**config.mk**
```make
export PLATFORM = sky130hd
export DESIGN_NAME = inflator_timed_fill_controller_core
export DESIGN_NICKNAME = d
export VERILOG_FILES = /design/src/rtl/ifc_pkg.sv /design/src/rtl/ifc_div.sv /design/src/rtl/inflator_timed_fill_controller_core.sv
export SDC_FILE = /design/constraint.sdc
export NUM_CORES = 1
export LEC_CHECK = 0
export ABC_CLOCK_PERIOD_IN_PS = 16900
export BUFFER_PORTS_ARGS = -buffer_cell sky130_fd_sc_hd__buf_2
export CAP_MARGIN = 30
export CELL_PAD_IN_SITES_DETAIL_PLACEMENT = 1
export CELL_PAD_IN_SITES_GLOBAL_PLACEMENT = 1
export CORE_MARGIN = 2
export CORE_UTILIZATION = 45
export DETAILED_ROUTE_END_ITERATION = 8
export MAX_ROUTING_LAYER = met4
export PLACE_DENSITY_LB_ADDON = 0.1
export SLEW_MARGIN = 20
export SYNTH_ARGS = -nofsm -noshare
export SYNTH_HDL_FRONTEND = slang
export SYNTH_SLANG_ARGS = --single-unit
```
**constraint.sdc**
```tcl
create_clock -name i_clk -period 16.9 [get_ports i_clk]
set_input_delay 1.69 -clock i_clk [delete_from_list [all_inputs] [get_ports i_clk]]
set_output_delay 1.69 -clock i_clk [all_outputs]
set_load 0.01 [all_outputs]
```
**src/rtl/ifc_pkg.sv**
```systemverilog
// Shared types and constants for the timed inflator fill controller.
package ifc_pkg;

    localparam int FILL_W  = 13;
    localparam int Q_W     = 7;
    localparam int DIV_N_W = 20;

    localparam logic [2:0] CMD_TICK  = 3'd0;
    localparam logic [2:0] CMD_UP    = 3'd1;
    localparam logic [2:0] CMD_DOWN  = 3'd2;
    localparam logic [2:0] CMD_START = 3'd3;
    localparam logic [2:0] CMD_STOP  = 3'd4;

    localparam logic [1:0] MODE_SELECT   = 2'd0;
    localparam logic [1:0] MODE_PROGRESS = 2'd1;
    localparam logic [1:0] MODE_SUCCESS  = 2'd2;
    localparam logic [1:0] MODE_FINISHED = 2'd3;

    localparam logic [1:0] CFG_MAX_TARGET = 2'd0;
    localparam logic [1:0] CFG_REF_TEMP   = 2'd1;
    localparam logic [1:0] CFG_TICKS_UNIT = 2'd2;

    localparam logic [DIV_N_W-1:0] PSI_SCALE = DIV_N_W'(90);
    localparam logic [DIV_N_W-1:0] BAR_SCALE = DIV_N_W'(100);
    localparam logic [Q_W-1:0]     BAR_FULL  = Q_W'(100);

    typedef struct packed {
        logic [2:0] cmd;
        logic [9:0] pressure_adc;
        logic [7:0] temperature_deg;
    } t_in_item;

    typedef struct packed {
        logic [1:0] mode;
        logic [7:0] target_psi;
        logic [6:0] pressure_psi;
        logic [6:0] bar_percent;
        logic       flat_alert;
        logic       pump_on;
    } t_out_item;

    typedef struct packed {
        logic               start;
        logic [DIV_N_W-1:0] dividend;
        logic [FILL_W-1:0]  divisor;
    } t_div_req;

    typedef struct packed {
        logic           done;
        logic [Q_W-1:0] quot;
    } t_div_rsp;

endpackage

```
**src/rtl/ifc_div.sv**
```systemverilog
// Shared restoring divider, one quotient bit per cycle, quotient below 2^Q_W.
module ifc_div (
    input  logic              i_clk,
    input  logic              i_rst_n,
    input  ifc_pkg::t_div_req i_req,
    output ifc_pkg::t_div_rsp o_rsp
);

    localparam int CNT_W = $clog2(ifc_pkg::Q_W);

    logic                        r_busy, n_busy;
    logic                        r_done, n_done;
    logic [CNT_W-1:0]            r_cnt, n_cnt;
    logic [ifc_pkg::DIV_N_W-1:0] r_rem, n_rem;
    logic [ifc_pkg::DIV_N_W-1:0] r_dv, n_dv;
    logic [ifc_pkg::Q_W-1:0]     r_q, n_q;

    always_comb begin
        n_busy = r_busy;
        n_done = 1'b0;
        n_cnt  = r_cnt;
        n_rem  = r_rem;
        n_dv   = r_dv;
        n_q    = r_q;
        if (i_req.start) begin
            n_busy = 1'b1;
            n_cnt  = '0;
            n_rem  = i_req.dividend;
            n_dv   = ifc_pkg::DIV_N_W'({i_req.divisor, {(ifc_pkg::Q_W - 1){1'b0}}});
            n_q    = '0;
        end else if (r_busy) begin
            if (r_rem >= r_dv) begin
                n_rem = r_rem - r_dv;
                n_q   = {r_q[ifc_pkg::Q_W-2:0], 1'b1};
            end else begin
                n_q   = {r_q[ifc_pkg::Q_W-2:0], 1'b0};
            end
            n_dv  = r_dv >> 1;
            n_cnt = r_cnt + CNT_W'(1);
            if (r_cnt == CNT_W'(ifc_pkg::Q_W - 1)) begin
                n_busy = 1'b0;
                n_done = 1'b1;
            end
        end
    end

    always_ff @(posedge i_clk) begin
        if (!i_rst_n) begin
            r_busy <= 1'b0;
            r_done <= 1'b0;
            r_cnt  <= '0;
        end else begin
            r_busy <= n_busy;
            r_done <= n_done;
            r_cnt  <= n_cnt;
        end
        r_rem <= n_rem;
        r_dv  <= n_dv;
        r_q   <= n_q;
    end

    assign o_rsp.done = r_done;
    assign o_rsp.quot = r_q;

endmodule

```
**src/rtl/inflator_timed_fill_controller_core.sv**
```systemverilog
// Top level: event sequencer and fill state of the timed inflator controller.
// Key event: S_EVAL registers the result when the output is not stalled, then intake reopens.
// Tick event: pressure conversion then bar percent, both on the shared 7-step divider;
// the bar step is skipped with no fill time set, and S_EVAL then registers the result.
// Input stall is high while an item is in work; a waiting result does not block intake.
// Synchronous active-low reset restores register defaults and the select mode.
module inflator_timed_fill_controller_core #(
    parameter int ADC_BITS   = 10,
    parameter int ANIM_TICKS = 39
) (
    input  logic              i_clk,
    input  logic              i_rst_n,
    input  logic              i_in_valid,
    output logic              o_in_stall,
    input  ifc_pkg::t_in_item i_in_data,
    output logic              o_out_valid,
    input  logic              i_out_stall,
    output ifc_pkg::t_out_item o_out_data,
    input  logic              i_cfg_we,
    input  logic [1:0]        i_cfg_idx,
    input  logic [7:0]        i_cfg_data
);

    localparam logic [ifc_pkg::FILL_W-1:0] ADC_FULL = ifc_pkg::FILL_W'((1 << ADC_BITS) - 1);

    typedef enum logic [3:0] {
        S_IDLE = 4'b0001,
        S_PSI  = 4'b0010,
        S_BAR  = 4'b0100,
        S_EVAL = 4'b1000
    } t_state;

    t_state r_state, n_state;

    logic [2:0]                 r_cmd, n_cmd;
    logic [7:0]                 r_temp_in, n_temp_in;
    logic [7:0]                 r_max_target;
    logic [7:0]                 r_ref_temp;
    logic [3:0]                 r_tpu;
    logic [1:0]                 r_mode, n_mode;
    logic [7:0]                 r_target, n_target;
    logic [6:0]                 r_pressure, n_pressure;
    logic [7:0]                 r_temp, n_temp;
    logic                       r_dropped, n_dropped;
    logic                       r_flat, n_flat;
    logic [ifc_pkg::FILL_W-1:0] r_elapsed, n_elapsed;
    logic [ifc_pkg::FILL_W-1:0] r_fill, n_fill;
    logic [6:0]                 r_bar, n_bar;
    logic [5:0]                 r_frame, n_frame;
    logic                       r_out_valid, n_out_valid;
    ifc_pkg::t_out_item         r_out, n_out;

    ifc_pkg::t_div_req          div_req;
    ifc_pkg::t_div_rsp          div_rsp;

    logic                       in_xfer;
    logic [ifc_pkg::FILL_W-1:0] adc_ext, adc_sat;
    logic signed [9:0]          diff, half, tdiff, units;
    logic signed [14:0]         ticks;
    logic [5:0]                 frame_inc;
    logic [1:0]                 mode_w;
    logic                       flat_w;

    ifc_div u_div (
        .i_clk  (i_clk),
        .i_rst_n(i_rst_n),
        .i_req  (div_req),
        .o_rsp  (div_rsp)
    );

    assign o_in_stall = (r_state != S_IDLE);
    assign in_xfer    = i_in_valid && !o_in_stall;
    assign adc_ext    = ifc_pkg::FILL_W'(i_in_data.pressure_adc);
    assign adc_sat    = (adc_ext > ADC_FULL) ? ADC_FULL : adc_ext;

    assign diff  = $signed({2'b00, r_target}) - $signed({3'b000, r_pressure});
    assign half  = diff >>> 1;
    assign tdiff = $signed({2'b00, r_temp}) - $signed({2'b00, r_ref_temp});
    assign units = half - tdiff;
    assign ticks = 15'(units) * $signed({11'd0, r_tpu});
    assign frame_inc = r_frame + 6'd1;

    always_comb begin
        n_state     = r_state;
        n_cmd       = r_cmd;
        n_temp_in   = r_temp_in;
        n_mode      = r_mode;
        n_target    = r_target;
        n_pressure  = r_pressure;
        n_temp      = r_temp;
        n_dropped   = r_dropped;
        n_flat      = r_flat;
        n_elapsed   = r_elapsed;
        n_fill      = r_fill;
        n_bar       = r_bar;
        n_frame     = r_frame;
        n_out_valid = r_out_valid && i_out_stall;
        n_out       = r_out;
        mode_w      = r_mode;
        flat_w      = r_flat;
        div_req     = '0;

        unique case (r_state)
            S_IDLE: begin
                if (in_xfer) begin
                    n_cmd     = i_in_data.cmd;
                    n_temp_in = i_in_data.temperature_deg;
                    if (i_in_data.cmd == ifc_pkg::CMD_TICK) begin
                        if (r_elapsed < r_fill) begin
                            n_elapsed = r_elapsed + ifc_pkg::FILL_W'(1);
                        end
                        div_req.start    = 1'b1;
                        div_req.dividend = ifc_pkg::DIV_N_W'(adc_sat) * ifc_pkg::PSI_SCALE;
                        div_req.divisor  = ADC_FULL;
                        n_state = S_PSI;
                    end else begin
                        n_state = S_EVAL;
                    end
                end
            end
            S_PSI: begin
                if (div_rsp.done) begin
                    n_pressure = div_rsp.quot;
                    n_dropped  = (div_rsp.quot < r_pressure);
                    n_temp     = r_temp_in;
                    if (r_fill != '0) begin
                        div_req.start    = 1'b1;
                        div_req.dividend = ifc_pkg::DIV_N_W'(r_elapsed) * ifc_pkg::BAR_SCALE;
                        div_req.divisor  = r_fill;
                        n_state = S_BAR;
                    end else begin
                        n_state = S_EVAL;
                    end
                end
            end
            S_BAR: begin
                if (div_rsp.done) begin
                    if (div_rsp.quot > r_bar) begin
                        n_bar = div_rsp.quot;
                    end
                    n_state = S_EVAL;
                end
            end
            S_EVAL: begin
                if (!r_out_valid || !i_out_stall) begin
                    if (r_cmd == ifc_pkg::CMD_TICK && r_mode == ifc_pkg::MODE_SUCCESS) begin
                        n_frame = frame_inc;
                        if (frame_inc >= 6'(ANIM_TICKS)) begin
                            n_frame = '0;
                            mode_w  = ifc_pkg::MODE_FINISHED;
                        end
                    end
                    n_mode = mode_w;
                    unique case (mode_w)
                        ifc_pkg::MODE_SELECT: begin
                            if (r_cmd == ifc_pkg::CMD_UP) begin
                                if (r_target < r_max_target) begin
                                    n_target = r_target + 8'd1;
                                end
                            end else if (r_cmd == ifc_pkg::CMD_DOWN) begin
                                if (r_target != 8'd0) begin
                                    n_target = r_target - 8'd1;
                                end
                            end else if (r_cmd == ifc_pkg::CMD_START) begin
                                n_elapsed = '0;
                                if (ticks[14] || ticks == '0) begin
                                    n_fill = '0;
                                    n_bar  = ifc_pkg::BAR_FULL;
                                    n_mode = ifc_pkg::MODE_FINISHED;
                                end else begin
                                    n_fill = ticks[ifc_pkg::FILL_W-1:0];
                                    n_bar  = '0;
                                    n_mode = ifc_pkg::MODE_PROGRESS;
                                end
                            end
                        end
                        ifc_pkg::MODE_PROGRESS: begin
                            flat_w = r_flat || (r_elapsed != '0 && r_dropped);
                            n_flat = flat_w;
                            if (r_cmd == ifc_pkg::CMD_STOP || r_elapsed == r_fill) begin
                                if (r_elapsed == r_fill && !flat_w) begin
                                    n_mode  = ifc_pkg::MODE_SUCCESS;
                                    n_frame = '0;
                                end else begin
                                    n_mode = ifc_pkg::MODE_FINISHED;
                                end
                                n_elapsed = '0;
                                n_fill    = '0;
                            end
                        end
                        ifc_pkg::MODE_FINISHED: begin
                            if (r_cmd == ifc_pkg::CMD_START) begin
                                n_bar  = '0;
                                n_flat = 1'b0;
                                n_mode = ifc_pkg::MODE_SELECT;
                            end
                        end
                        default: begin
                        end
                    endcase
                    n_out.mode         = n_mode;
                    n_out.target_psi   = n_target;
                    n_out.pressure_psi = n_pressure;
                    n_out.bar_percent  = n_bar;
                    n_out.flat_alert   = n_flat;
                    n_out.pump_on      = (n_mode == ifc_pkg::MODE_PROGRESS);
                    n_out_valid        = 1'b1;
                    n_state            = S_IDLE;
                end
            end
            default: n_state = S_IDLE;
        endcase
    end

    always_ff @(posedge i_clk) begin
        if (!i_rst_n) begin
            r_state      <= S_IDLE;
            r_max_target <= 8'd90;
            r_ref_temp   <= 8'd25;
            r_tpu        <= 4'd10;
            r_mode       <= ifc_pkg::MODE_SELECT;
            r_target     <= '0;
            r_pressure   <= '0;
            r_temp       <= '0;
            r_dropped    <= 1'b0;
            r_flat       <= 1'b0;
            r_elapsed    <= '0;
            r_fill       <= '0;
            r_bar        <= '0;
            r_frame      <= '0;
            r_out_valid  <= 1'b0;
        end else begin
            r_state     <= n_state;
            r_mode      <= n_mode;
            r_target    <= n_target;
            r_pressure  <= n_pressure;
            r_temp      <= n_temp;
            r_dropped   <= n_dropped;
            r_flat      <= n_flat;
            r_elapsed   <= n_elapsed;
            r_fill      <= n_fill;
            r_bar       <= n_bar;
            r_frame     <= n_frame;
            r_out_valid <= n_out_valid;
            if (i_cfg_we) begin
                unique case (i_cfg_idx)
                    ifc_pkg::CFG_MAX_TARGET: r_max_target <= i_cfg_data;
                    ifc_pkg::CFG_REF_TEMP:   r_ref_temp   <= i_cfg_data;
                    ifc_pkg::CFG_TICKS_UNIT: r_tpu        <= i_cfg_data[3:0];
                    default: begin
                    end
                endcase
            end
        end
        r_cmd     <= n_cmd;
        r_temp_in <= n_temp_in;
        r_out     <= n_out;
    end

    assign o_out_valid = r_out_valid;
    assign o_out_data  = r_out;

endmodule

```
==> results of run 1 <==
flip-flops by register name, summed over array words and instances, names as in the netlist, 4 cells and up:
| name | count |
|---|---|
| r_ref_temp | 8 |
| r_bar | 7 |
| o_out_data | 26 |
| r_elapsed | 13 |
| u_div.r_rem | 20 |
| r_temp | 8 |
| r_fill | 13 |
| r_tpu | 4 |
| r_max_target | 8 |
| r_pressure | 7 |
| r_frame | 6 |
| r_target | 8 |
| r_state | 4 |
| u_div.r_dv | 19 |
| u_div.r_q | 7 |
| r_temp_in | 8 |
layout make-up:
| type | instances | area [um^2] |
|---|---|---|
| clock inverter | 15 | 178 |
| fill | 3731 | 15900 |
| clock buffer | 17 | 425 |
| tap | 402 | 503 |
| multi-input combinational | 1183 | 9140 |
| timing repair buffer | 73 | 405 |
| sequential | 179 | 4280 |
| inverter | 226 | 848 |
kinds of logic (layout without fill, tap and decap cells):
group | after synthesis | in the layout | synth area share [%]
and+or+nand+nor | 456 | 456 | 15.7
AOI/OAI and AO/OA | 390 | 390 | 18.0
buffers and inverters | 287 | 331 | 7.49
adders and majority gates | 240 | 240 | 23.1
DFF | 179 | 179 | 29.5
xor gates and xnor gates | 68 | 68 | 4.20
muxes | 29 | 29 | 2.00
per-stage QoR:
step / std cells / cell area, um^2 / worst slack, ps / hold slack [ps]
5_1_grt: 2095 / 15800 / 9310 / 482
3_3_place_gp: 2060 / 15100 / 9980 / 438
3_5_place_dp: 2062 / 15200 / 9770 / 445
4_1_cts: 2094 / 15800 / 9750 / 463
6_report: 2095 / 15800 / 9730 / 460
2_1_floorplan: 1649 / 14500 / 10380 / 430
placed cells by master (no fill, tap or decap), types with 8 or more instances in the layout:
cell type and instances:
clkbuf_16 17, nand4_1 13, a31oi_1 11, fa_1 47, nand2b_1 13, and3_1 15
a211oi_1 14, or3_1 16, nand3_1 42, nor4_1 8, o21ai_0 70, a22o_1 13
o21bai_1 8, o211ai_1 22, and2_1 35, xnor2_1 39, inv_1 224, o31ai_1 10
buf_2 63, nor2b_1 18, nand3b_1 8, a21o_1 36, o21a_1 16, dfxtp_1 109
xor2_1 28, mux2i_1 29, nor3_1 23, o221ai_1 8, nor2_1 100, a22oi_1 14
nand2_1 130, edfxtp_1 70, a21oi_1 95, ha_1 193
power by group through the flow:
stage	Sequential [uW]	Clock [uW]	Combinational [uW]
2_1_floorplan	485	0	244
3_3_place_gp	492	0	314
3_5_place_dp	493	0	325
4_1_cts	483	432	329
5_1_grt	485	450	374
6_report	483	425	327
layer usage:
layer | routed length [um] | vias to the layer above | global-route usage (%)
met3 | 1730 | 25 | 4.10
met1 | 19900 | 5967 | 34.7
met2 | 18500 | 214 | 41.2
met5 | 0 | - | -
li1 | - | 5843 | -
met4 | 356 | 0 | 4.58
final timing paths:
path              slack [ps]          start             end
hold reg to reg          460  r_pressure[1]  o_out_data[10]
setup reg to reg        9730    r_target[1]        r_bar[6]
setup / recovery        9730    r_target[1]        r_bar[6]
hold / removal           460  r_pressure[1]  o_out_data[10]
==> out/results.txt, run 1 <==
Initial antenna violation count -> 0
Inserted Clock Buffers -> 17
Main synth FF type -> dfxtp_1
Worst Path Buf+Inv -> 2
Crit. path cell count -> 26
Worst setup SP type -> flip-flop
Highest clock rate -> 0.140 GHz
Clk_lat worst skew -> 460 ps
Vias per cell -> 5.75
VDD IR max -> 83.8 uV
Period Utilization, post-route -> 42.4%
Setup Crit Path Kind -> reg2reg
Via Count -> 12049
Gr ovfl total -> 0
CP most frequent cell -> ha_1
Core outline area -> 0.0316 mm^2
Vias in the first global route -> 12272
Crit path DAT -> 7540 ps
Synthesized Nets -> 1925
Cell at the slowest stage of the critical path -> dfxtp_1
Skew final -> 11.5 ps
ANT cells -> 0
Final Hold Viols -> 0
Static leakage -> 0.00722 uW
Buffers on Ports -> 63
Setup bufs post-CTS -> 0
Share of post-route cells with drive strength above 1 -> 7.62%
Starting DRT DRC Count -> 762
TritonRoute pass-1 iters -> 5
Rel. slew slack -> 40.0%
Pwr per Cell Area -> 78.3 mW/mm^2
Clock Power Share -> 34.4%
Min cycle time layout -> 7170 ps
Mapped cell area -> 0.0145 mm^2
Top Family by Delay on Critical Path -> adder cells
Largest net degree at the start of global routing -> 44
# setup viols final -> 0
Psw -> 399 uW
WL final -> 40.5 mm
Clk slew on worst S/H paths -> 70 ps
Synth Register Bits -> 179
Hold path cells -> 0
Final setup TNS -> 0 ps
# IOs -> 64
Die width -> 184 um
Nets -> 1956
Tightest Pin Transition -> 891 ps
Synth Instances -> 1649
Largest stage delay on the critical path -> 520 ps
Switch share -> 32.3%
Worst R2R Path Depth -> 26
Status -> finished clean
CTS sink count -> 179
Synth unique cells -> 80
DIE HEIGHT -> 184 um
Growth of design area from synthesis to finish -> 8.81%
CTS Hold Bufs -> 0
Routed len/inst -> 19.3 um
Most common library cells after synthesis -> inv_1 (224), ha_1 (193), nand2_1 (130), dfxtp_1 (109), nor2_1 (100)
Clock Tree Buf Depth -> 2
Core Rows -> 65
Synth warn -> 0
Post-CTS sizing -> 0
Combinational share of power -> 26.5%
CP required -> 17270 ps
Post-synth top area share -> 16.6%
Post-route ant nets -> 0
Number of max-cap violations -> 0
Initial core utilization -> 45.9%
HPWL Detailed -> 31.3 mm
Util after Layout -> 49.9%
Seq/Total Area, Yosys -> 29.5%
RSZ-0062 raised after global routing -> false
Overall power -> 1240 uW
Largest cells by area after synthesis -> ha_1 (17%), dfxtp_1 (15%), edfxtp_1 (14%), fa_1 (6.5%), inv_1 (5.8%)
CP Capture Type -> flip-flop
Async SR Flop Fraction -> 0%
Synth area leader -> ha_1
CTS tree -> done
First-pass GRT wire length -> 65.6 mm
Drc violations -> 0
Reg power frac -> 39.1%
Avg Inst Size Synth -> 8.80 um^2
Max H-tree Level -> 4
HP Class -> reg2reg
P_int -> 837 uW
Total track usage -> 25.7%
Max FO, Critical Path -> 8
Most frequent cell after synthesis -> inv_1
Root Buffer -> clkbuf_16
Post-synth EDFFs -> 70
Final max-slew violation count -> 0
Routability cong. -> 0.853
Die Area -> 0.0337 mm^2
No activity file was read; power rests on OpenSTA's default activity.
==> run 2, diff against run 1 <==
--- a/config.mk
+++ b/config.mk
@@ -5,13 +5,13 @@
 export SDC_FILE = /design/constraint.sdc
 export NUM_CORES = 1
 export LEC_CHECK = 0
-export ABC_CLOCK_PERIOD_IN_PS = 16900
+export ABC_CLOCK_PERIOD_IN_PS = 6500
 export BUFFER_PORTS_ARGS = -buffer_cell sky130_fd_sc_hd__buf_2
 export CAP_MARGIN = 30
 export CELL_PAD_IN_SITES_DETAIL_PLACEMENT = 1
 export CELL_PAD_IN_SITES_GLOBAL_PLACEMENT = 1
 export CORE_MARGIN = 2
-export CORE_UTILIZATION = 45
+export CORE_UTILIZATION = 44
 export DETAILED_ROUTE_END_ITERATION = 8
 export MAX_ROUTING_LAYER = met4
 export PLACE_DENSITY_LB_ADDON = 0.1
==> constraint.sdc (replaced) <==
create_clock -name i_clk -period 6.5 [get_ports i_clk]
set_input_delay 0.65 -clock i_clk [delete_from_list [all_inputs] [get_ports i_clk]]
set_output_delay 0.65 -clock i_clk [all_outputs]
set_load 0.01 [all_outputs]
==> run 2 against run 1 <==
Effect of this change:
- the flow now finishes with violations (setup timing)
- wire length is 1.8% higher
- critical path depth down 1
- sequential cell count is the same
- largest cell class unchanged
- setup slack got worse by 9900 ps
- critical endpoint unchanged
- die area increased by 2.2%
- cell area is 6.7% higher
- via count up 2.0%
- first-iteration DRC count shrank 20%
- clock-buffer cell count grew 2
==> out/results.txt, run 2 (synthesis gave the netlist of run 1 again) <==
Min cycle time layout -> 6640 ps (was 7170 ps)
P_int -> 2180 uW (was 837 uW)
VDD IR max -> 197 uV (was 83.8 uV)
Most frequent cells in the layout -> inv_1 (215), ha_1 (178), nand2_1 (130), dfxtp_1 (106), nor2_1 (99) (was inv_1 (224), ha_1 (193), nand2_1 (130), dfxtp_1 (109), nor2_1 (100))
Core outline area -> 0.0325 mm^2 (was 0.0316 mm^2)
Most common cell after layout, fill and taps aside -> inv_1 (unchanged)
CTS tree -> done (unchanged)
Skew final -> 9.29 ps (was 11.5 ps)
Drc violations -> 0 (unchanged)
Core Rows -> 66 (was 65)
Die Area -> 0.0344 mm^2 (was 0.0337 mm^2)
Clk slew on worst S/H paths -> 70 ps (about the same)
ANT cells -> 0 (unchanged)
Final Hold Viols -> 0 (unchanged)
CP Capture Type -> flip-flop (unchanged)
Root Buffer -> clkbuf_16 (unchanged)
Overall power -> 3280 uW (was 1240 uW)
CTS sink count -> 179 (unchanged)
Static leakage -> 0.00762 uW (was 0.00722 uW)
Worst setup endpoint -> r_bar[6] (unchanged)
Vias in the first global route -> 12665 (was 12272)
Final hold slack -> 372 ps (was 460 ps)
Routed len/inst -> 18.6 um (was 19.3 um)
Worst setup SP type -> flip-flop (unchanged)
Highest clock rate -> 0.151 GHz (was 0.140 GHz)
Final max-slew violation count -> 0 (unchanged)
Setup Crit Path Kind -> reg2reg (unchanged)
Clock Power Share -> 30.7% (was 34.4%)
Max reg flops -> 26 (unchanged)
Growth of design area from synthesis to finish -> 16.1% (was 8.81%)
Number of max-cap violations -> 0 (unchanged)
TritonRoute pass-1 iters -> 5 (unchanged)
Switch share -> 33.4% (was 32.3%)
Violated checks -> setup timing
# setup viols final -> 19 (was 0)
Total track usage -> 25.3% (was 25.7%)
Max H-tree Level -> 4 (unchanged)
Share of post-route cells with drive strength above 1 -> 16.0% (was 7.62%)
Crit path DAT -> 7020 ps (was 7540 ps)
CP required -> 6880 ps (was 17270 ps)
First-pass GRT wire length -> 66.5 mm (was 65.6 mm)
# IOs -> 64 (unchanged)
DIE HEIGHT -> 186 um (was 184 um)
Setup WS post-layout -> -140 ps (was 9730 ps)
Period Utilization, post-route -> 102% (was 42.4%)
Routability cong. -> 0.868 (was 0.853)
Vias per cell -> 5.54 (was 5.75)
Critical R2R Capture -> r_bar[6] (unchanged)
Initial core utilization -> 44.6% (was 45.9%)
HPWL Detailed -> 31.6 mm (was 31.3 mm)
Nets -> 2039 (was 1956)
Rel. slew slack -> 29.6% (was 40.0%)
Clock Tree Buf Depth -> 2 (unchanged)
Largest net degree at the start of global routing -> 46 (was 44)
RSZ-0062 raised after global routing -> true (was false)
Clk_lat worst skew -> 450 ps (was 460 ps)
Via Count -> 12292 (was 12049)
Status -> finished with violations (was finished clean)
Inserted Clock Buffers -> 17 (unchanged)
Post-route ant nets -> 0 (unchanged)
Reg power frac -> 38.3% (was 39.1%)
Psw -> 1100 uW (was 399 uW)
Gr ovfl total -> 0 (unchanged)
Starting DRT DRC Count -> 609 (was 762)
Buffers on Ports -> 63 (unchanged)
HP Class -> in2reg (was reg2reg)
WL final -> 41.2 mm (was 40.5 mm)
CTS Hold Bufs -> 0 (unchanged)
Critical Path Source -> r_target[1] (unchanged)
RR Startpoint -> r_target[1] (unchanged)
Worst R2R Path Depth -> 25 (was 26)
Pwr per Cell Area -> 195 mW/mm^2 (was 78.3 mW/mm^2)
Final setup TNS -> -897 ps (was 0 ps)
Post-DP Area -> 0.0157 mm^2 (was 0.0152 mm^2)
Register-to-register setup slack -> -140 ps (was 9730 ps)
Initial antenna violation count -> 0 (unchanged)
Tightest Pin Transition -> 1050 ps (was 891 ps)
Die width -> 186 um (was 184 um)
Max FO, Critical Path -> 6 (was 8)
Combinational share of power -> 31.1% (was 26.5%)
Final instance area -> 0.0168 mm^2 (was 0.0158 mm^2)
run 2: changes by cell type in the layout (fill, tap and decap cells not counted), moves of 5 or more:
| cell | delta |
|---|---|
| inv_1 | -9 |
| inv_2 | +8 |
| buf_4 | +78 |
| ha_1 | -15 |
| and2_1 | -5 |
| a21oi_1 | -13 |
| a21oi_2 | +12 |
| o21ai_0 | -6 |
| ha_4 | +12 |
| and2_4 | +5 |
run 2: critical path, cell delays in order (launching register included):
cell,delay (ps)
dfxtp_4,360
buf_4,140
fa_2,400
a21o_1,200
a21oi_2,190
xnor2_1,170
ha_1,300
o21a_1,150
o31a_1,130
o21ai_1,130
nand2_1,80
xor2_1,170
buf_4,140
buf_4,130
and2_1,150
ha_1,290
fa_1,530
fa_1,430
ha_2,200
or3_4,400
o2111ai_4,230
a211oi_2,100
or4b_4,550
o31a_4,410
or3_4,390
o22ai_2,180
run 2: timing repair:
item	4_1_cts	5_1_grt
buffers inserted	10	8
gates cloned	1	0
resized for setup	46	47
endpoints found under the setup margin	22	22
pin swaps	50	69
run 2: through the flow:
step	setup WS, ps	util [%]	instances
after floorplan	24.7	-	1649
after global placement	-260	48.2	2165
after detailed placement	-404	48.3	2167
after CTS	-136	50.9	2210
after global routing	-353	51.8	2218
final	-140	51.8	2218
run 2: per-layer routing:
metal  GRT usage (%)  wire, um  vias to the layer above  part of all wire [%]
met1            34.7     20600                     6110                    50
met5               -         0                        -                     0
met4            3.78       268                        0                  0.65
li1                -         -                     5999                     -
met2            40.7     19100                      161                    46
met3            3.54      1260                       22                   3.0
run 2: area by class of cell:
cell class	count	area, um^2
Clock buffer	19	433
Inverter	226	851
Fill cell	3850	15700
Multi-Input combinational cell	1184	9550
Timing Repair Buffer	155	1050
Tap cell	442	553
Clock inverter	13	115
Sequential cell	179	4290
run 2: how the worst min path moves through the flow:
stage / slack (ps) / depth (start not counted) / start / to
after floorplan: 430 / 0 / r_pressure[1] / o_out_data[10]
after global placement: 440 / 0 / r_pressure[4] / o_out_data[13]
final: 370 / 1 / i_in_data[1] / r_temp_in[1]
after detailed placement: 450 / 0 / r_pressure[4] / o_out_data[13]
after CTS: 350 / 1 / i_in_data[1] / r_temp_in[1]
after global routing: 350 / 1 / i_in_data[1] / r_temp_in[1]
run 2: power by group through the flow:
stage                     logic (uW)  clock network [uW]  registers [uW]
after floorplan                  635                   0            1260
after global placement           882                   0            1280
after detailed placement         912                   0            1280
after CTS                        973                1030            1250
after global routing            1140                1070            1260
final                           1020                1010            1250
